$ cat src/hw/rtl/hwct_pkg.sv
// Shared types and constants for the hue window centroid tracker.
// No dependencies; every other file in hw/rtl refers to this package by scoped names.

package hwct_pkg;

  localparam int unsigned CoordLimit = 2048;
  localparam int unsigned CoordMax   = CoordLimit - 1;

  localparam int unsigned CoordW  = 11;
  localparam int unsigned HueW    = 8;
  localparam int unsigned RadW    = 10;
  localparam int unsigned SizeW   = 12;
  localparam int unsigned SumW    = 34;
  localparam int unsigned CntW    = 23;
  localparam int unsigned KindW   = 2;
  localparam int unsigned CfgW    = 12;
  localparam int unsigned CfgIdxW = 3;
  localparam int unsigned WinW    = SizeW + 2;
  localparam int unsigned StepW   = 4;

  localparam int unsigned InTdataW  = 32;
  localparam int unsigned OutTdataW = 48;

  localparam int unsigned QDepth = 4;
  localparam int unsigned QPtrW  = 2;

  localparam logic [CntW-1:0] CntMax = '1;

  typedef logic signed [WinW-1:0] hwct_win_t;

  typedef enum logic [KindW-1:0] {
    KIND_PIXEL = 2'd0,
    KIND_FRAME = 2'd1,
    KIND_PLACE = 2'd2
  } hwct_kind_e;

  typedef enum logic [CfgIdxW-1:0] {
    REG_HUE_LOW  = 3'd0,
    REG_HUE_HIGH = 3'd1,
    REG_RADIUS   = 3'd2,
    REG_IMG_W    = 3'd3,
    REG_IMG_H    = 3'd4
  } hwct_reg_e;

  typedef enum logic {
    BK_RUN,
    BK_DIV
  } hwct_bk_state_e;

  typedef struct packed {
    logic [HueW-1:0]  hue_low;
    logic [HueW-1:0]  hue_high;
    logic [RadW-1:0]  radius;
    logic [SizeW-1:0] img_w;
    logic [SizeW-1:0] img_h;
  } hwct_cfg_t;

  typedef struct packed {
    hwct_kind_e        kind;
    logic [CoordW-1:0] col;
    logic [CoordW-1:0] row;
    logic              hue_hit;
  } hwct_op_t;

endpackage

$ cat src/hw/rtl/hwct_front.sv
// Front end: takes input words, saturates coordinates, checks the hue bounds
// and pushes one operation per useful word into the queue. Uses hwct_pkg.

module hwct_front (
  input  logic                            s_axis_tvalid,
  output logic                            s_axis_tready,
  input  logic [hwct_pkg::InTdataW-1:0]   s_axis_tdata,
  input  logic [hwct_pkg::KindW-1:0]      s_axis_tuser,
  input  hwct_pkg::hwct_cfg_t             cfg_i,
  input  logic                            q_full_i,
  output logic                            push_o,
  output hwct_pkg::hwct_op_t              op_o
);

  logic [hwct_pkg::CoordW-1:0] col_raw;
  logic [hwct_pkg::CoordW-1:0] row_raw;
  logic [hwct_pkg::HueW-1:0]   hue;

  assign col_raw = s_axis_tdata[10:0];
  assign row_raw = s_axis_tdata[21:11];
  assign hue     = s_axis_tdata[29:22];

  assign s_axis_tready = !q_full_i;

  always_comb begin
    op_o.kind = hwct_pkg::hwct_kind_e'(s_axis_tuser);
    op_o.col  = (32'(col_raw) > hwct_pkg::CoordMax) ?
                hwct_pkg::CoordW'(hwct_pkg::CoordMax) : col_raw;
    op_o.row  = (32'(row_raw) > hwct_pkg::CoordMax) ?
                hwct_pkg::CoordW'(hwct_pkg::CoordMax) : row_raw;
    op_o.hue_hit = (hue > cfg_i.hue_low) && (hue < cfg_i.hue_high);
    push_o = 1'b0;
    case (hwct_pkg::hwct_kind_e'(s_axis_tuser))
      hwct_pkg::KIND_PIXEL,
      hwct_pkg::KIND_FRAME,
      hwct_pkg::KIND_PLACE: push_o = s_axis_tvalid && !q_full_i;
      // The reserved kind is accepted and dropped.
      default: push_o = 1'b0;
    endcase
  end

endmodule

$ cat src/hw/rtl/hwct_queue.sv
// Short operation queue between the front end and the back end.
// Uses hwct_pkg for the entry type and depth.

module hwct_queue (
  input  logic               clk_i,
  input  logic               rst_ni,
  input  logic               push_i,
  input  hwct_pkg::hwct_op_t op_i,
  output logic               full_o,
  input  logic               pop_i,
  output logic               head_valid_o,
  output hwct_pkg::hwct_op_t head_o
);

  hwct_pkg::hwct_op_t          mem_q [hwct_pkg::QDepth];
  logic [hwct_pkg::QPtrW-1:0]  wr_ptr_q, wr_ptr_d;
  logic [hwct_pkg::QPtrW-1:0]  rd_ptr_q, rd_ptr_d;
  logic [hwct_pkg::QPtrW:0]    cnt_q, cnt_d;
  logic                        do_pop;

  assign full_o       = (cnt_q == (hwct_pkg::QPtrW + 1)'(hwct_pkg::QDepth));
  assign head_valid_o = (cnt_q != '0);
  assign head_o       = mem_q[rd_ptr_q];
  assign do_pop       = pop_i && head_valid_o;

  always_comb begin
    wr_ptr_d = push_i ? wr_ptr_q + 1'b1 : wr_ptr_q;
    rd_ptr_d = do_pop ? rd_ptr_q + 1'b1 : rd_ptr_q;
    cnt_d    = cnt_q;
    if (push_i && !do_pop) begin
      cnt_d = cnt_q + 1'b1;
    end else if (!push_i && do_pop) begin
      cnt_d = cnt_q - 1'b1;
    end
  end

  always_ff @(posedge clk_i or negedge rst_ni) begin
    if (!rst_ni) begin
      wr_ptr_q <= '0;
      rd_ptr_q <= '0;
      cnt_q    <= '0;
    end else begin
      wr_ptr_q <= wr_ptr_d;
      rd_ptr_q <= rd_ptr_d;
      cnt_q    <= cnt_d;
    end
  end

  always_ff @(posedge clk_i) begin
    if (push_i) begin
      mem_q[wr_ptr_q] <= op_i;
    end
  end

endmodule

$ cat src/hw/rtl/hwct_div.sv
// Restoring divider with two lanes that share one divisor: column and row sums
// over the match count, one quotient bit per cycle. Uses hwct_pkg.

module hwct_div (
  input  logic                        clk_i,
  input  logic                        rst_ni,
  input  logic                        start_i,
  input  logic [hwct_pkg::SumW-1:0]   col_sum_i,
  input  logic [hwct_pkg::SumW-1:0]   row_sum_i,
  input  logic [hwct_pkg::CntW-1:0]   count_i,
  output logic                        done_o,
  output logic [hwct_pkg::CoordW-1:0] q_col_o,
  output logic [hwct_pkg::CoordW-1:0] q_row_o
);

  logic                        busy_q, busy_d;
  logic                        done_q, done_d;
  logic [hwct_pkg::StepW-1:0]  step_q, step_d;
  logic [hwct_pkg::SumW-1:0]   dsh_q, dsh_d;
  logic [hwct_pkg::SumW-1:0]   rc_q, rc_d;
  logic [hwct_pkg::SumW-1:0]   rr_q, rr_d;
  logic [hwct_pkg::CoordW-1:0] qc_q, qc_d;
  logic [hwct_pkg::CoordW-1:0] qr_q, qr_d;

  assign done_o  = done_q;
  assign q_col_o = qc_q;
  assign q_row_o = qr_q;

  // Each sum is below count * CoordLimit, so the quotient fits in CoordW bits
  // and the divisor starts shifted up by CoordW - 1.
  always_comb begin
    busy_d = busy_q;
    done_d = done_q;
    step_d = step_q;
    dsh_d  = dsh_q;
    rc_d   = rc_q;
    rr_d   = rr_q;
    qc_d   = qc_q;
    qr_d   = qr_q;
    if (start_i) begin
      busy_d = 1'b1;
      done_d = 1'b0;
      step_d = hwct_pkg::StepW'(hwct_pkg::CoordW - 1);
      dsh_d  = hwct_pkg::SumW'(count_i) << (hwct_pkg::CoordW - 1);
      rc_d   = col_sum_i;
      rr_d   = row_sum_i;
      qc_d   = '0;
      qr_d   = '0;
    end else if (busy_q) begin
      if (rc_q >= dsh_q) begin
        rc_d = rc_q - dsh_q;
        qc_d = {qc_q[hwct_pkg::CoordW-2:0], 1'b1};
      end else begin
        qc_d = {qc_q[hwct_pkg::CoordW-2:0], 1'b0};
      end
      if (rr_q >= dsh_q) begin
        rr_d = rr_q - dsh_q;
        qr_d = {qr_q[hwct_pkg::CoordW-2:0], 1'b1};
      end else begin
        qr_d = {qr_q[hwct_pkg::CoordW-2:0], 1'b0};
      end
      dsh_d = dsh_q >> 1;
      if (step_q == '0) begin
        busy_d = 1'b0;
        done_d = 1'b1;
      end else begin
        step_d = step_q - 1'b1;
      end
    end
  end

  always_ff @(posedge clk_i or negedge rst_ni) begin
    if (!rst_ni) begin
      busy_q <= 1'b0;
      done_q <= 1'b0;
      step_q <= '0;
    end else begin
      busy_q <= busy_d;
      done_q <= done_d;
      step_q <= step_d;
    end
  end

  always_ff @(posedge clk_i) begin
    dsh_q <= dsh_d;
    rc_q  <= rc_d;
    rr_q  <= rr_d;
    qc_q  <= qc_d;
    qr_q  <= qr_d;
  end

endmodule

$ cat src/hw/rtl/hwct_back.sv
// Back end: window test and accumulation of pixels, centre placement, and the
// end-of-frame result, through the divider if any pixel matched, into the output register.
// Uses hwct_pkg and hwct_div.

module hwct_back (
  input  logic                        clk_i,
  input  logic                        rst_ni,
  input  hwct_pkg::hwct_cfg_t         cfg_i,
  input  logic                        head_valid_i,
  input  hwct_pkg::hwct_op_t          head_i,
  output logic                        pop_o,
  output logic                        out_valid_o,
  input  logic                        out_ready_i,
  output logic [hwct_pkg::CoordW-1:0] out_col_o,
  output logic [hwct_pkg::CoordW-1:0] out_row_o,
  output logic                        out_found_o,
  output logic [hwct_pkg::CntW-1:0]   out_count_o
);

  hwct_pkg::hwct_bk_state_e    state_q, state_d;
  logic [hwct_pkg::CoordW-1:0] cx_q, cx_d;
  logic [hwct_pkg::CoordW-1:0] cy_q, cy_d;
  logic [hwct_pkg::SumW-1:0]   csum_q, csum_d;
  logic [hwct_pkg::SumW-1:0]   rsum_q, rsum_d;
  logic [hwct_pkg::CntW-1:0]   cnt_q, cnt_d;
  logic                        ov_q, ov_d;
  logic [hwct_pkg::CoordW-1:0] ocol_q, ocol_d;
  logic [hwct_pkg::CoordW-1:0] orow_q, orow_d;
  logic                        ofound_q, ofound_d;
  logic [hwct_pkg::CntW-1:0]   ocnt_q, ocnt_d;

  logic                        out_free;
  logic                        div_start;
  logic                        div_done;
  logic [hwct_pkg::CoordW-1:0] div_qc;
  logic [hwct_pkg::CoordW-1:0] div_qr;
  logic [hwct_pkg::CoordW-1:0] half;
  logic                        pix_hit;

  // Inclusive start, exclusive end; the end is pulled to size - 1 and then to 0.
  function automatic logic win_hit(input logic [hwct_pkg::CoordW-1:0] pos,
                                   input logic [hwct_pkg::CoordW-1:0] centre,
                                   input logic [hwct_pkg::CoordW-1:0] hw,
                                   input logic [hwct_pkg::SizeW-1:0]  size);
    hwct_pkg::hwct_win_t lo;
    hwct_pkg::hwct_win_t hi;
    hwct_pkg::hwct_win_t sz;
    lo = hwct_pkg::hwct_win_t'(centre) - hwct_pkg::hwct_win_t'(hw);
    hi = hwct_pkg::hwct_win_t'(centre) + hwct_pkg::hwct_win_t'(hw);
    sz = hwct_pkg::hwct_win_t'(size);
    if (lo < 0) begin
      lo = '0;
    end
    if (hi >= sz) begin
      hi = sz - 1;
    end
    if (hi < 0) begin
      hi = '0;
    end
    return (hwct_pkg::hwct_win_t'(pos) >= lo) && (hwct_pkg::hwct_win_t'(pos) < hi);
  endfunction

  hwct_div u_div (
    .clk_i     (clk_i),
    .rst_ni    (rst_ni),
    .start_i   (div_start),
    .col_sum_i (csum_q),
    .row_sum_i (rsum_q),
    .count_i   (cnt_q),
    .done_o    (div_done),
    .q_col_o   (div_qc),
    .q_row_o   (div_qr)
  );

  assign half     = {cfg_i.radius, 1'b0};
  assign out_free = !ov_q || out_ready_i;
  assign pix_hit  = head_i.hue_hit && (cnt_q != hwct_pkg::CntMax) &&
                    win_hit(head_i.col, cx_q, half, cfg_i.img_w) &&
                    win_hit(head_i.row, cy_q, half, cfg_i.img_h);

  assign out_valid_o = ov_q;
  assign out_col_o   = ocol_q;
  assign out_row_o   = orow_q;
  assign out_found_o = ofound_q;
  assign out_count_o = ocnt_q;

  always_comb begin
    state_d   = state_q;
    cx_d      = cx_q;
    cy_d      = cy_q;
    csum_d    = csum_q;
    rsum_d    = rsum_q;
    cnt_d     = cnt_q;
    ov_d      = ov_q && !out_ready_i;
    ocol_d    = ocol_q;
    orow_d    = orow_q;
    ofound_d  = ofound_q;
    ocnt_d    = ocnt_q;
    pop_o     = 1'b0;
    div_start = 1'b0;
    case (state_q)
      hwct_pkg::BK_RUN: begin
        if (head_valid_i) begin
          case (head_i.kind)
            hwct_pkg::KIND_PIXEL: begin
              pop_o = 1'b1;
              if (pix_hit) begin
                csum_d = csum_q + hwct_pkg::SumW'(head_i.col);
                rsum_d = rsum_q + hwct_pkg::SumW'(head_i.row);
                cnt_d  = cnt_q + 1'b1;
              end
            end
            hwct_pkg::KIND_PLACE: begin
              pop_o = 1'b1;
              cx_d  = head_i.col;
              cy_d  = head_i.row;
            end
            hwct_pkg::KIND_FRAME: begin
              if (cnt_q == '0) begin
                // Empty frame: report the kept centre without dividing.
                if (out_free) begin
                  pop_o    = 1'b1;
                  ov_d     = 1'b1;
                  ocol_d   = cx_q;
                  orow_d   = cy_q;
                  ofound_d = 1'b0;
                  ocnt_d   = '0;
                  csum_d   = '0;
                  rsum_d   = '0;
                end
              end else begin
                pop_o     = 1'b1;
                div_start = 1'b1;
                state_d   = hwct_pkg::BK_DIV;
              end
            end
            default: pop_o = 1'b1;
          endcase
        end
      end
      hwct_pkg::BK_DIV: begin
        if (div_done && out_free) begin
          cx_d     = div_qc;
          cy_d     = div_qr;
          ov_d     = 1'b1;
          ocol_d   = div_qc;
          orow_d   = div_qr;
          ofound_d = 1'b1;
          ocnt_d   = cnt_q;
          csum_d   = '0;
          rsum_d   = '0;
          cnt_d    = '0;
          state_d  = hwct_pkg::BK_RUN;
        end
      end
      default: state_d = hwct_pkg::BK_RUN;
    endcase
  end

  always_ff @(posedge clk_i or negedge rst_ni) begin
    if (!rst_ni) begin
      state_q <= hwct_pkg::BK_RUN;
      cx_q    <= '0;
      cy_q    <= '0;
      csum_q  <= '0;
      rsum_q  <= '0;
      cnt_q   <= '0;
      ov_q    <= 1'b0;
    end else begin
      state_q <= state_d;
      cx_q    <= cx_d;
      cy_q    <= cy_d;
      csum_q  <= csum_d;
      rsum_q  <= rsum_d;
      cnt_q   <= cnt_d;
      ov_q    <= ov_d;
    end
  end

  always_ff @(posedge clk_i) begin
    ocol_q   <= ocol_d;
    orow_q   <= orow_d;
    ofound_q <= ofound_d;
    ocnt_q   <= ocnt_d;
  end

endmodule

$ cat src/hw/rtl/hue_window_centroid_tracker.sv
// Top level of the hue window centroid tracker: configuration registers and
// the front end, queue and back end. Uses hwct_pkg, hwct_front, hwct_queue, hwct_back.
//
// Usage:
//   The slave stream carries one word per pixel, end of frame or centre
//   placement (tuser holds the kind; kind 3 is taken and dropped). The master
//   stream carries one result word for every end of frame: the new or kept centre,
//   the match count, and tuser set when any pixel matched.
//   Pixels and placements are taken one per cycle while the queue has room; the
//   front end pushes them into a four-word queue and the back end retires one
//   per cycle while it is not waiting on the divider or the output register.
//   An end of frame with matches runs the two-lane divider, one quotient bit
//   per cycle, and holds the back end until the divider is done and the output
//   register is free; with no matches it reports the centre without dividing.
//   While the divider runs, the queue takes up to four more words before tready drops.
//   If the receiver stalls, the result waits in the output register; pixels
//   keep flowing, and only the next end of frame waits for the register.
//   Reset clears the centre, the sums and the queue, and loads the register defaults.
//   The user writes configuration only while the block is idle; it is not enforced.

module hue_window_centroid_tracker (
  input  logic                             clk_i,
  input  logic                             rst_ni,
  input  logic                             s_axis_tvalid,
  output logic                             s_axis_tready,
  // col [10:0], row [21:11], hue [29:22], zero [31:30]
  input  logic [hwct_pkg::InTdataW-1:0]    s_axis_tdata,
  // kind [1:0]
  input  logic [hwct_pkg::KindW-1:0]       s_axis_tuser,
  output logic                             m_axis_tvalid,
  input  logic                             m_axis_tready,
  // centre_col [10:0], centre_row [21:11], match_count [44:22], zero [47:45]
  output logic [hwct_pkg::OutTdataW-1:0]   m_axis_tdata,
  // found [0]
  output logic                             m_axis_tuser,
  input  logic                             cfg_we_i,
  input  logic [hwct_pkg::CfgIdxW-1:0]     cfg_idx_i,
  input  logic [hwct_pkg::CfgW-1:0]        cfg_data_i
);

  hwct_pkg::hwct_cfg_t         cfg_q, cfg_d;
  hwct_pkg::hwct_op_t          push_op;
  hwct_pkg::hwct_op_t          head_op;
  logic                        push;
  logic                        q_full;
  logic                        head_valid;
  logic                        pop;
  logic [hwct_pkg::CoordW-1:0] out_col;
  logic [hwct_pkg::CoordW-1:0] out_row;
  logic [hwct_pkg::CntW-1:0]   out_count;

  always_comb begin
    cfg_d = cfg_q;
    if (cfg_we_i) begin
      case (hwct_pkg::hwct_reg_e'(cfg_idx_i))
        hwct_pkg::REG_HUE_LOW:  cfg_d.hue_low  = cfg_data_i[hwct_pkg::HueW-1:0];
        hwct_pkg::REG_HUE_HIGH: cfg_d.hue_high = cfg_data_i[hwct_pkg::HueW-1:0];
        hwct_pkg::REG_RADIUS:   cfg_d.radius   = cfg_data_i[hwct_pkg::RadW-1:0];
        hwct_pkg::REG_IMG_W:    cfg_d.img_w    = cfg_data_i[hwct_pkg::SizeW-1:0];
        hwct_pkg::REG_IMG_H:    cfg_d.img_h    = cfg_data_i[hwct_pkg::SizeW-1:0];
        default: cfg_d = cfg_q;
      endcase
    end
  end

  always_ff @(posedge clk_i or negedge rst_ni) begin
    if (!rst_ni) begin
      cfg_q.hue_low  <= hwct_pkg::HueW'(0);
      cfg_q.hue_high <= hwct_pkg::HueW'(10);
      cfg_q.radius   <= hwct_pkg::RadW'(0);
      cfg_q.img_w    <= hwct_pkg::SizeW'(640);
      cfg_q.img_h    <= hwct_pkg::SizeW'(480);
    end else begin
      cfg_q <= cfg_d;
    end
  end

  hwct_front u_front (
    .s_axis_tvalid (s_axis_tvalid),
    .s_axis_tready (s_axis_tready),
    .s_axis_tdata  (s_axis_tdata),
    .s_axis_tuser  (s_axis_tuser),
    .cfg_i         (cfg_q),
    .q_full_i      (q_full),
    .push_o        (push),
    .op_o          (push_op)
  );

  hwct_queue u_queue (
    .clk_i        (clk_i),
    .rst_ni       (rst_ni),
    .push_i       (push),
    .op_i         (push_op),
    .full_o       (q_full),
    .pop_i        (pop),
    .head_valid_o (head_valid),
    .head_o       (head_op)
  );

  hwct_back u_back (
    .clk_i        (clk_i),
    .rst_ni       (rst_ni),
    .cfg_i        (cfg_q),
    .head_valid_i (head_valid),
    .head_i       (head_op),
    .pop_o        (pop),
    .out_valid_o  (m_axis_tvalid),
    .out_ready_i  (m_axis_tready),
    .out_col_o    (out_col),
    .out_row_o    (out_row),
    .out_found_o  (m_axis_tuser),
    .out_count_o  (out_count)
  );

  assign m_axis_tdata = hwct_pkg::OutTdataW'({out_count, out_row, out_col});

endmodule
$ cat config.mk
export PLATFORM = sky130hd
export DESIGN_NAME = hue_window_centroid_tracker
export DESIGN_NICKNAME = d
export VERILOG_FILES = /design/src/hw/rtl/hwct_pkg.sv /design/src/hw/rtl/hwct_front.sv /design/src/hw/rtl/hwct_queue.sv /design/src/hw/rtl/hwct_div.sv /design/src/hw/rtl/hwct_back.sv /design/src/hw/rtl/hue_window_centroid_tracker.sv
export SDC_FILE = /design/constraint.sdc
export NUM_CORES = 1
export LEC_CHECK = 0
export BUFFER_PORTS_ARGS = -buffer_cell sky130_fd_sc_hd__buf_2
export CAP_MARGIN = 20
export CORE_MARGIN = 2
export CORE_UTILIZATION = 45
export CTS_BUF_LIST = sky130_fd_sc_hd__clkbuf_8 sky130_fd_sc_hd__clkbuf_16
export CTS_CLUSTER_SIZE = 24
export DETAILED_ROUTE_END_ITERATION = 10
export SETUP_SLACK_MARGIN = 0.4
export SLEW_MARGIN = 0
export SYNTH_ARGS = -nofsm -noshare
export SYNTH_HDL_FRONTEND = slang
export SYNTH_SLANG_ARGS = --single-unit
$ cat constraint.sdc
create_clock -name clk_i -period 17.4 [get_ports clk_i]
set_clock_uncertainty 0.2 [all_clocks]
set_input_delay 0.87 -clock clk_i [delete_from_list [all_inputs] [get_ports clk_i]]
set_output_delay 0.87 -clock clk_i [all_outputs]
set_load 0.01 [all_outputs]
==> results.cfg, run 1 <==
[worst_setup_path]
end_kind = flop
r2r_start = cfg_q[25]
start_kind = flop
path_class = flop to flop
critPathMaxStageDelay_ns = 0.86
cpLargestDelayFamily = compound AO/OA/AOI/OAI gates
crit_fanout = 52
worstPathArrival_ns = 7.77
required_ns = 17.71
path_common_cell = a21oi_1
crit_start = cfg_q[25]
slowest_stage = nor3_2
crit_buf_inv = 4

[floorplan]
die-width_um = 249
die-area_mm2 = 0.0620
initial_utilization = 0.457
core_mm2 = 0.0591
die_y_um = 249
rows = 89
ioPinCount = 105

[cts]
hold_buffers = 0
postCtsSetupBuffers = 0
clock_latency_ns = 0.62
cts.sinks = 447
clock_path_buffers = 3
path_clk_slew_ns = 0.06
htree_levels = 2
clockRootBuffer = clkbuf_16
cts_tree = built
cts_buffers = 51
cts_resized = 0

[synth]
yosysUniqueCellTypes = 80
syn_area_per_cell_um2 = 10.1
seq_area_frac_synth = 0.453
synth_top_area_cell = edfxtp_1
synth_flop_cell = edfxtp_1
synth.area.top_cells = edfxtp_1 26%, dfrtp_1 16%, ha_1 10%
synthCells = 2666
synth_top_area_share = 0.264
syn-cell-area_mm2 = 0.0270
ys_async_sr_fraction = 0.398
synth_edf_count = 237
yosysWarnings = 0
synth-seq-cells = 447

[grt]
grt_pass1_vias = 19802
grt_pass1_wl_mm = 111
overflow = 0
grt_max_degree = 66
antenna_found_initial = 8
grt.total_usage = 0.227

[sta]
finalHoldViolations = 0
setup_viol = 0
rsz0062_at_grt = no
fin_tns_setup_ns = 0
fin_crit_sh = 0.428
relSlewSlack = 0.316
fmax_mhz = 134
timing.final.crit_period_ns = 7.45
slew_viol_final = 0
worstMarginPinSlew_ns = 1.03

[power_and_ir_drop]
ir_drop_uv = 94.1
power_density_mw_per_mm2 = 103
p_leak_nw = 13.0

[drt]
wl_per_cell_um = 19.7
viasPerCell = 5.61
ant_nets = 0
drt_iter0_drc = 1314
vias = 20012
route.detailed.drc = 0
routed_wl_mm = 70.3
drtPass1Iterations = 5

[placement]
gp_congestion = 0.920
placedInstanceArea_mm2 = 0.0283
place_hpwl_mm = 50.9
port_buffers = 99

[layout]
nets = 3032
drive_above_1_share = 0.127
syn2layout_area_growth_pct = 11.5
final_cell_area_mm2 = 0.0301
fill_cells = 5254

[status]
status = completed

[run]
cap_violations = 0

[worst_hold_path]
hp-class = input port to asynchronous set/reset pin
worst paths after layout:
| check | endpoint | slack [ns] | depth (start not counted) |
|---|---|---|---|
| hold reg to reg | u_back.u_div.q_row_o[0] | 0.30 | 2 |
| setup / recovery | u_back.rsum_q[28] | 9.95 | 29 |
| hold / removal | cfg_q[36] | 0.06 | 1 |
| setup reg to reg | u_back.rsum_q[28] | 9.95 | 29 |
| min in group clk_i | u_queue.mem_q[3][12] | 0.26 | 1 |
| max in group asynchronous | u_back.u_div.busy_q | 15.57 | 2 |
where the power goes:
part / internal (mW) / switching [mW]
sequential: 1.18 / 0.0367
combinational: 0.280 / 0.476
clock: 0.658 / 0.474
total: 2.12 / 0.986
kinds of logic (layout without fill, tap and decap cells):
logic type      after synthesis  after routing  synth area share
mux                         127            127            0.0605
flops                       447            447             0.453
simple gates                856            856             0.156
xor+xnor                    164            164            0.0532
buf+inv                     264            388            0.0395
compound gates              578            578             0.129
fa+ha+maj                   229            229             0.109
other cells                   1              4          0.000139
metal layers:
metal | vias up | track usage | routed length, um
met2 | 503 | 0.351 | 31000
met1 | 9707 | 0.331 | 33600
met5 | - | 0 | 97
met3 | 105 | 0.0377 | 4000
li1 | 9683 | - | -
met4 | 14 | 0.0573 | 1660
Yosys cell counts, types with 10 or more instances:
library cell,count
dfxtp_1,32
buf_1,17
nor2b_1,21
mux2_2,39
o21ai_0,164
nor3_2,17
nand3_1,78
o211ai_1,10
edfxtp_1,237
and3_1,30
nor2_1,222
xnor2_1,120
a21o_1,56
nand2_1,276
mux2i_1,63
a211oi_1,13
ha_1,220
o21bai_1,13
nor4_1,12
o31ai_1,13
mux4_2,25
o21ai_1,21
nor4_2,11
a31oi_1,16
nand4_1,28
clkbuf_1,63
xor2_1,44
nand2b_1,32
a21oi_1,193
dfrtp_1,170
and2_1,40
nor3_1,41
o21a_1,16
inv_1,166
layout by cell type (no fill, tap or decap), drive strengths merged, types with 16 or more instances in the layout:
cell / instances
nand2: 276
nor3: 58
nand3: 78
o21a: 16
and3: 30
a31oi: 16
mux4: 25
xor2: 44
mux2: 39
mux2i: 63
dfxtp: 32
and2: 40
ha: 220
xnor2: 120
nand4: 28
a21oi: 194
buf: 125
nor2b: 21
edfxtp: 237
clkbuf: 60
nand2b: 32
dfrtp: 170
inv: 172
o21ai: 185
nor4: 24
clkinv: 22
a21o: 56
nor2: 223
final cells by class:
class / instances / area, um^2 / area share
multi-input combinational: 1957 / 13800 / 0.458
sequential: 447 / 12200 / 0.406
clock buffer: 59 / 1400 / 0.0464
tap: 773 / 967 / 0.0321
timing repair buffer: 126 / 711 / 0.0236
inverter: 166 / 624 / 0.0207
clock inverter: 37 / 390 / 0.0130
antenna: 1 / 2.50 / 0.0000832
through the flow:
stage	utilization	setup slack (ns)	instances	total power, mW	hold slack, ns
3_5_place_dp	0.479	10.14	3469	1.99	0.287
5_1_grt	0.509	9.56	3565	3.27	0.0931
3_3_place_gp	0.478	10.25	3467	1.96	0.281
6_report	0.509	9.95	3566	3.11	0.0647
2_1_floorplan	-	11.39	2668	1.79	0.263
4_1_cts	0.509	10.11	3565	3.13	0.0646
flip-flops by register name, summed over array words and instances, names as in the netlist, 23 cells and up:
signal,count
u_queue.mem_q,100
cfg_q,50
u_back.csum_q,34
u_back.rsum_q,34
u_back.u_div.rc_q,34
u_back.u_div.rr_q,34
u_back.u_div.dsh_q,33
u_back.cnt_q,23
u_back.out_count_o,23
Note: power is estimated with default switching activity, not from simulation.
==> run 2, diff against run 1 <==
--- a/config.mk
+++ b/config.mk
@@ -5,6 +5,7 @@
 export SDC_FILE = /design/constraint.sdc
 export NUM_CORES = 1
 export LEC_CHECK = 0
+export ABC_AREA = 1
 export BUFFER_PORTS_ARGS = -buffer_cell sky130_fd_sc_hd__buf_2
 export CAP_MARGIN = 20
 export CORE_MARGIN = 2
==> constraint.sdc (replaced) <==
create_clock -name clk_i -period 7.2 [get_ports clk_i]
set_clock_uncertainty 0.2 [all_clocks]
set_input_delay 0.36 -clock clk_i [delete_from_list [all_inputs] [get_ports clk_i]]
set_output_delay 0.36 -clock clk_i [all_outputs]
set_load 0.01 [all_outputs]
==> run 2 against run 1 <==
Final area increased by 9.3%; highest routed layer is now met4; final cell count is 34% higher; global-route usage grew 2.7 points; critical path depth is 5 higher; sequential share of layout area down 3.4 points; register-to-register slack worse by 8.8 ns; total power rose by 120%; largest power group unchanged; flip-flop and latch count unchanged.
==> results.cfg, run 2 <==
[sta]
fin_crit_sh = 0.843
rsz0062_at_grt = no
fmax_mhz = 165
fin_tns_setup_ns = 0
timing.final.crit_period_ns = 6.07
setup_viol = 0
slew_viol_final = 0
relSlewSlack = 0.212
finalHoldViolations = 0
worstMarginPinSlew_ns = 1.18

[synth]
ys_top_cells_by_count = 947 x nand2_1, 398 x inv_1, 372 x nor2_1, 266 x o21ai_0, 245 x nand3_1
seq_area_frac_synth = 0.413
yosysUniqueCellTypes = 65
yosysWarnings = 0
ys_async_sr_fraction = 0.398
syn_area_per_cell_um2 = 7.84
synth_top_area_cell = edfxtp_1
yosysMostFrequentCell = nand2_1
synth-seq-cells = 447
synth_top_area_share = 0.241
synth_flop_cell = edfxtp_1
synth_edf_count = 237
synthCells = 3770
syn-cell-area_mm2 = 0.0296
synth.area.top_cells = edfxtp_1 24%, dfrtp_1 14%, nand2_1 12%

[cts]
cts.sinks = 447
clock_latency_ns = 0.60
htree_levels = 2
cts_buffers = 51
cts_tree = built
path_clk_slew_ns = 0.06
clockRootBuffer = clkbuf_16
clock_path_buffers = 3

[drt]
route.detailed.drc = 0
viasPerCell = 5.35
wl_per_cell_um = 18.0
vias = 25487
ant_nets = 0
drtPass1Iterations = 6
routed_wl_mm = 85.7
drt_iter0_drc = 2167

[worst_setup_path]
start_kind = flop
r2r_end = u_back.cnt_q[21]
rr_worst_depth = 34
cpLargestDelayFamily = simple AND/OR/NAND/NOR gates
r2r_start = u_back.cx_q[3]
end_kind = flop
required_ns = 7.54
crit_buf_inv = 4
path_common_cell = nand2_1
crit_fanout = 24
rrSetupSlack_ns = 1.13
critPathMaxStageDelay_ns = 0.51
worstPathArrival_ns = 6.41
slowest_stage = ha_1
path_class = flop to flop

[floorplan]
die-width_um = 260
core_mm2 = 0.0647
die_y_um = 260
die-area_mm2 = 0.0678
rows = 93
ioPinCount = 105
initial_utilization = 0.457

[status]
status = completed

[power_and_ir_drop]
p_leak_nw = 15.0
ir_drop_uv = 177
power_density_mw_per_mm2 = 207

[grt]
grt_pass1_wl_mm = 135
grt.total_usage = 0.253
grt_pass1_vias = 23970
grt_use_met2 = 0.397
grt_max_degree = 138
top_usage_layer = met2
grt_use_met1 = 0.363
met3_usage = 0.0370
overflow = 0
antenna_found_initial = 1

[layout]
largest_reg_flops = 100
diodes = 0
syn2layout_area_growth_pct = 11.3
final_cell_mix = 945 x nand2_1, 403 x inv_1, 368 x nor2_1, 266 x o21ai_0, 245 x nand3_1
nets = 4151
layout_commonest_cell = nand2_1
largest-register = u_queue.mem_q
utilization = 0.508
fill_cells = 6389
largestRegisters = u_queue.mem_q (100), cfg_q (50)
drive_above_1_share = 0.0755

[placement]
place_hpwl_mm = 62.3
port_buffers = 99
gp_congestion = 0.933

[worst_hold_path]
hp-class = input port to flop
hp-start = m_axis_tready
worstHoldPathCells = 4
whs_endpoint = u_back.state_q

[run]
cap_violations = 0
[run 2: cell count changes after synthesis, moves of 47 or more]
cell,delta
inv_1,+232
xnor2_1,-79
a21o_1,-47
nand3_1,+167
nor2_1,+150
mux2i_1,-63
o21ai_0,+102
xor2_1,+59
nand2_1,+671
[run 2: routing by layer]
layer / share of wire / vias up / routed length (um)
met5: 0 / - / 0
met4: 0.030 / 0 / 2570
met3: 0.056 / 106 / 4780
met2: 0.45 / 657 / 38200
met1: 0.47 / 11933 / 40100
li1: - / 12791 / -
[run 2: per-stage QoR]
step,hold WS [ns],std cells,instance area [um^2],power (mW),setup WS (ns)
global placement,0.128,4630,30800,4.19,1.21
detailed placement,0.138,4631,30800,4.20,1.20
floorplan,-0.136,3772,29600,3.87,2.24
finish,0.0551,4763,32900,6.81,1.13
CTS,0.0168,4761,32900,6.86,1.19
global route,0.0817,4763,32900,7.20,0.540
[run 2: cell type report]
type                    instances  area, um^2  share of cell area
multi-input cells            2777       15100               0.460
clock buffers                  55        1340              0.0408
repair buffers                172        1190              0.0363
inverters                     419        1580              0.0479
well taps                     855        1070              0.0325
flip-flops and latches        447       12200               0.372
clock inverters                38         344              0.0105
[run 2: what timing repair did]
item / in CTS / in global routing
hold endpoints to repair: 186 / 0
endpoints found under the setup margin: 0 / 0
hold buffers: 37 / 0
gates resized for setup: 0 / 0
setup buffers: 0 / 0
[run 2: cells by family (layout without fill, tap and decap cells)]
kind of cell	count (synthesis)	after routing	share of synthesized area
AOI/OAI and AO/OA	628	628	0.116
buffers and inverters	548	684	0.0753
muxes	1	1	0.000381
DFF	447	447	0.413
other	1	3	0.000127
xor gates and xnor gates	144	144	0.0427
and+or+nand+nor	1772	1772	0.252
adders and majority gates	229	229	0.0992
[run 2: worst max-delay path by stage]
stage / start / endpoint / slack, ns / cells after the start
after floorplan: cfg_q[26] / u_back.rsum_q[29] / 2.24 / 40
after global placement: cfg_q[26] / u_back.cnt_q[10] / 1.21 / 39
after detailed placement: cfg_q[26] / u_back.cnt_q[21] / 1.20 / 35
after CTS: cfg_q[26] / u_back.cnt_q[21] / 1.19 / 35
after global routing: cfg_q[26] / u_back.cnt_q[7] / 0.54 / 39
final: u_back.cx_q[3] / u_back.cnt_q[21] / 1.13 / 34
[run 2: tightest hold or removal path, stage by stage]
cell     delay, ns
buf_2         0.07
nor2_1        0.12
nor2_1        0.16
o21ai_0       0.09
[run 2: report_power, final]
part | switching (mW) | total [mW] | internal, mW
registers | 0.0668 | 2.81 | 2.74
clock network | 1.10 | 2.63 | 1.53
logic | 0.841 | 1.37 | 0.529
total | 2.01 | 6.81 | 4.80
==> run 3, diff against run 2 <==
--- a/config.mk
+++ b/config.mk
@@ -5,7 +5,7 @@
 export SDC_FILE = /design/constraint.sdc
 export NUM_CORES = 1
 export LEC_CHECK = 0
-export ABC_AREA = 1
+export ABC_AREA = 0
 export BUFFER_PORTS_ARGS = -buffer_cell sky130_fd_sc_hd__buf_2
 export CAP_MARGIN = 20
 export CORE_MARGIN = 2
==> constraint.sdc (replaced) <==
create_clock -name clk_i -period 5.2 [get_ports clk_i]
set_clock_uncertainty 0.2 [all_clocks]
set_input_delay 0.26 -clock clk_i [delete_from_list [all_inputs] [get_ports clk_i]]
set_output_delay 0.26 -clock clk_i [all_outputs]
set_load 0.01 [all_outputs]
==> run 3 against run 2 <==
The flow now finishes with violations (setup timing); critical endpoint is now u_back.csum_q[33]; sequential power increased by 45%; core utilization increased by 4.9 points; critical path type unchanged; total power increased by 73%; first-iteration DRC count decreased by 28%; worst setup slack got worse by 1.5 ns; die area decreased by 8.5%; clock power increased by 40%; flip-flop and latch count unchanged; critical path depth decreased by 5; clock-buffer cell count increased by 2.
==> results.cfg, run 3 (synthesis gave the netlist of run 1 again) <==
[layout]
largest_reg_flops = 100
largestRegisters = u_queue.mem_q (100), cfg_q (50)
final_cell_mix = 276 x nand2_1, 237 x edfxtp_1, 217 x nor2_1, 214 x ha_1, 175 x inv_1
syn2layout_area_growth_pct = 22.0
nets = 3262
layout_commonest_cell = nand2_1
largest-register = u_queue.mem_q
diodes = 0
drive_above_1_share = 0.195

[sta]
relSlewSlack = 0.339
fin_tns_setup_ns = -25.67
finalHoldViolations = 0
fmax_mhz = 179
slew_viol_final = 0
worstMarginPinSlew_ns = 0.991
rsz0062_at_grt = yes
setup_viol = 91
fin_crit_sh = 1.07
postLayoutSetupSlackWorst_ns = -0.372
timing.final.crit_period_ns = 5.57

[worst_setup_path]
worstPathArrival_ns = 5.87
worst-path-stages = 29
rr_worst_depth = 29
required_ns = 5.50
crit_fanout = 12
slowest_stage = dfrtp_2
start_kind = flop
path_common_cell = a21oi_2
critPathMaxStageDelay_ns = 0.46
crit_buf_inv = 4
end_kind = flop
cpLargestDelayFamily = compound AO/OA/AOI/OAI gates
path_class = flop to flop

[placement]
gp_congestion = 0.890
place_hpwl_mm = 56.6
port_buffers = 99

[cts]
htree_levels = 2
cts_tree = built
clockRootBuffer = clkbuf_16
clock_latency_ns = 0.61
clock_path_buffers = 3
cts.sinks = 447
path_clk_slew_ns = 0.07
cts_buffers = 52

[power_and_ir_drop]
netSwitchingFraction = 0.323
share_seq_of_total_power = 0.346
internal-power_mw = 7.97
power_frac_comb = 0.342
switching_power_mw = 3.80
power_density_mw_per_mm2 = 357
p_leak_nw = 14.4
ir_drop_uv = 292
fin_total_pwr_mw = 11.8
p_clk_frac = 0.312

[grt]
overflow = 0
grt_max_degree = 117
grt.total_usage = 0.251
antenna_found_initial = 0
grt_pass1_vias = 21155
grt_pass1_wl_mm = 121

[floorplan]
initial_utilization = 0.457
die_y_um = 249
die-area_mm2 = 0.0620
rows = 89
ioPinCount = 105
core_mm2 = 0.0591
die-width_um = 249

[status]
status = finished with violations
violations = setup timing

[worst_hold_path]
hp-class = input port to asynchronous set/reset pin

[drt]
drt_iter0_drc = 1560
viasPerCell = 5.59
drtPass1Iterations = 5
vias = 21212
wl_per_cell_um = 20.7
route.detailed.drc = 0
ant_nets = 0
routed_wl_mm = 78.4

[run]
cap_violations = 0
-- run 3: final timing paths --
check | start | end | slack [ns]
setup reg to reg | u_back.cx_q[2] | u_back.csum_q[33] | -0.37
setup / recovery | u_back.cx_q[2] | u_back.csum_q[33] | -0.37
max in group asynchronous | rst_ni | u_back.cx_q[2] | 3.66
hold reg to reg | u_queue.cnt_q[2] | u_queue.cnt_q[2] | 0.30
min in group clk_i | cfg_idx_i[2] | cfg_q[37] | 0.08
hold / removal | rst_ni | u_queue.cnt_q[0] | 0.04
-- run 3: layout make-up --
| cell class | instances | area (um^2) |
|---|---|---|
| clock buffer | 57 | 1380 |
| clock inverter | 40 | 335 |
| fill | 5099 | 26200 |
| inverter | 166 | 627 |
| multi-input combinational | 1958 | 14400 |
| sequential | 447 | 12200 |
| tap | 773 | 967 |
| timing repair buffer | 354 | 2950 |
-- run 3: power by group through the flow --
stage / clock network, mW / registers (mW) / logic, mW
floorplan: 0 / 4.12 / 2.03
global placement: 0 / 4.13 / 3.03
CTS: 3.74 / 4.07 / 3.82
detailed placement: 0 / 4.14 / 3.10
global route: 3.87 / 4.10 / 4.38
finish: 3.67 / 4.07 / 4.03
-- run 3: repair_timing --
action / in CTS / in global routing
hold buffers: 46 / 0
setup endpoints to repair: 91 / 91
hold endpoints to repair: 234 / 0
resized for setup: 73 / 40
gates cloned: 6 / 0
buffers inserted: 28 / 12
pin swaps: 44 / 49
-- run 3: worst register-to-register path, delay by kind of cell (launching register included) --
kind	cells	cell delay (ns)
AO/OA/AOI/OAI	17	2.41
XOR/XNOR	1	0.12
adder cells (fa/ha/maj)	3	0.74
buffers and inverters	4	0.69
flip-flops	1	0.46
AND/OR/NAND/NOR	4	0.85
-- run 3: layer usage --
metal / global-route usage / routed length, um / vias to the layer above
met4: 0.0582 / 1540 / 0
met1: 0.361 / 36600 / 10437
met5: 0 / 0 / -
met2: 0.402 / 36100 / 524
li1: - / - / 10153
met3: 0.0333 / 4200 / 98
-- run 3: stage by stage --
| stage | hold slack [ns] | util | instances | setup slack [ns] | instance area (um^2) |
|---|---|---|---|---|---|
| final | 0.0446 | 0.557 | 3795 | -0.372 | 32900 |
| after detailed placement | 0.158 | 0.503 | 3606 | -0.546 | 29800 |
| after floorplan | -0.236 | - | 2668 | -0.109 | 27300 |
| after global routing | 0.104 | 0.557 | 3795 | -0.644 | 32900 |
| after CTS | 0.0684 | 0.552 | 3783 | -0.350 | 32600 |
| after global placement | 0.161 | 0.503 | 3605 | -0.318 | 29700 |
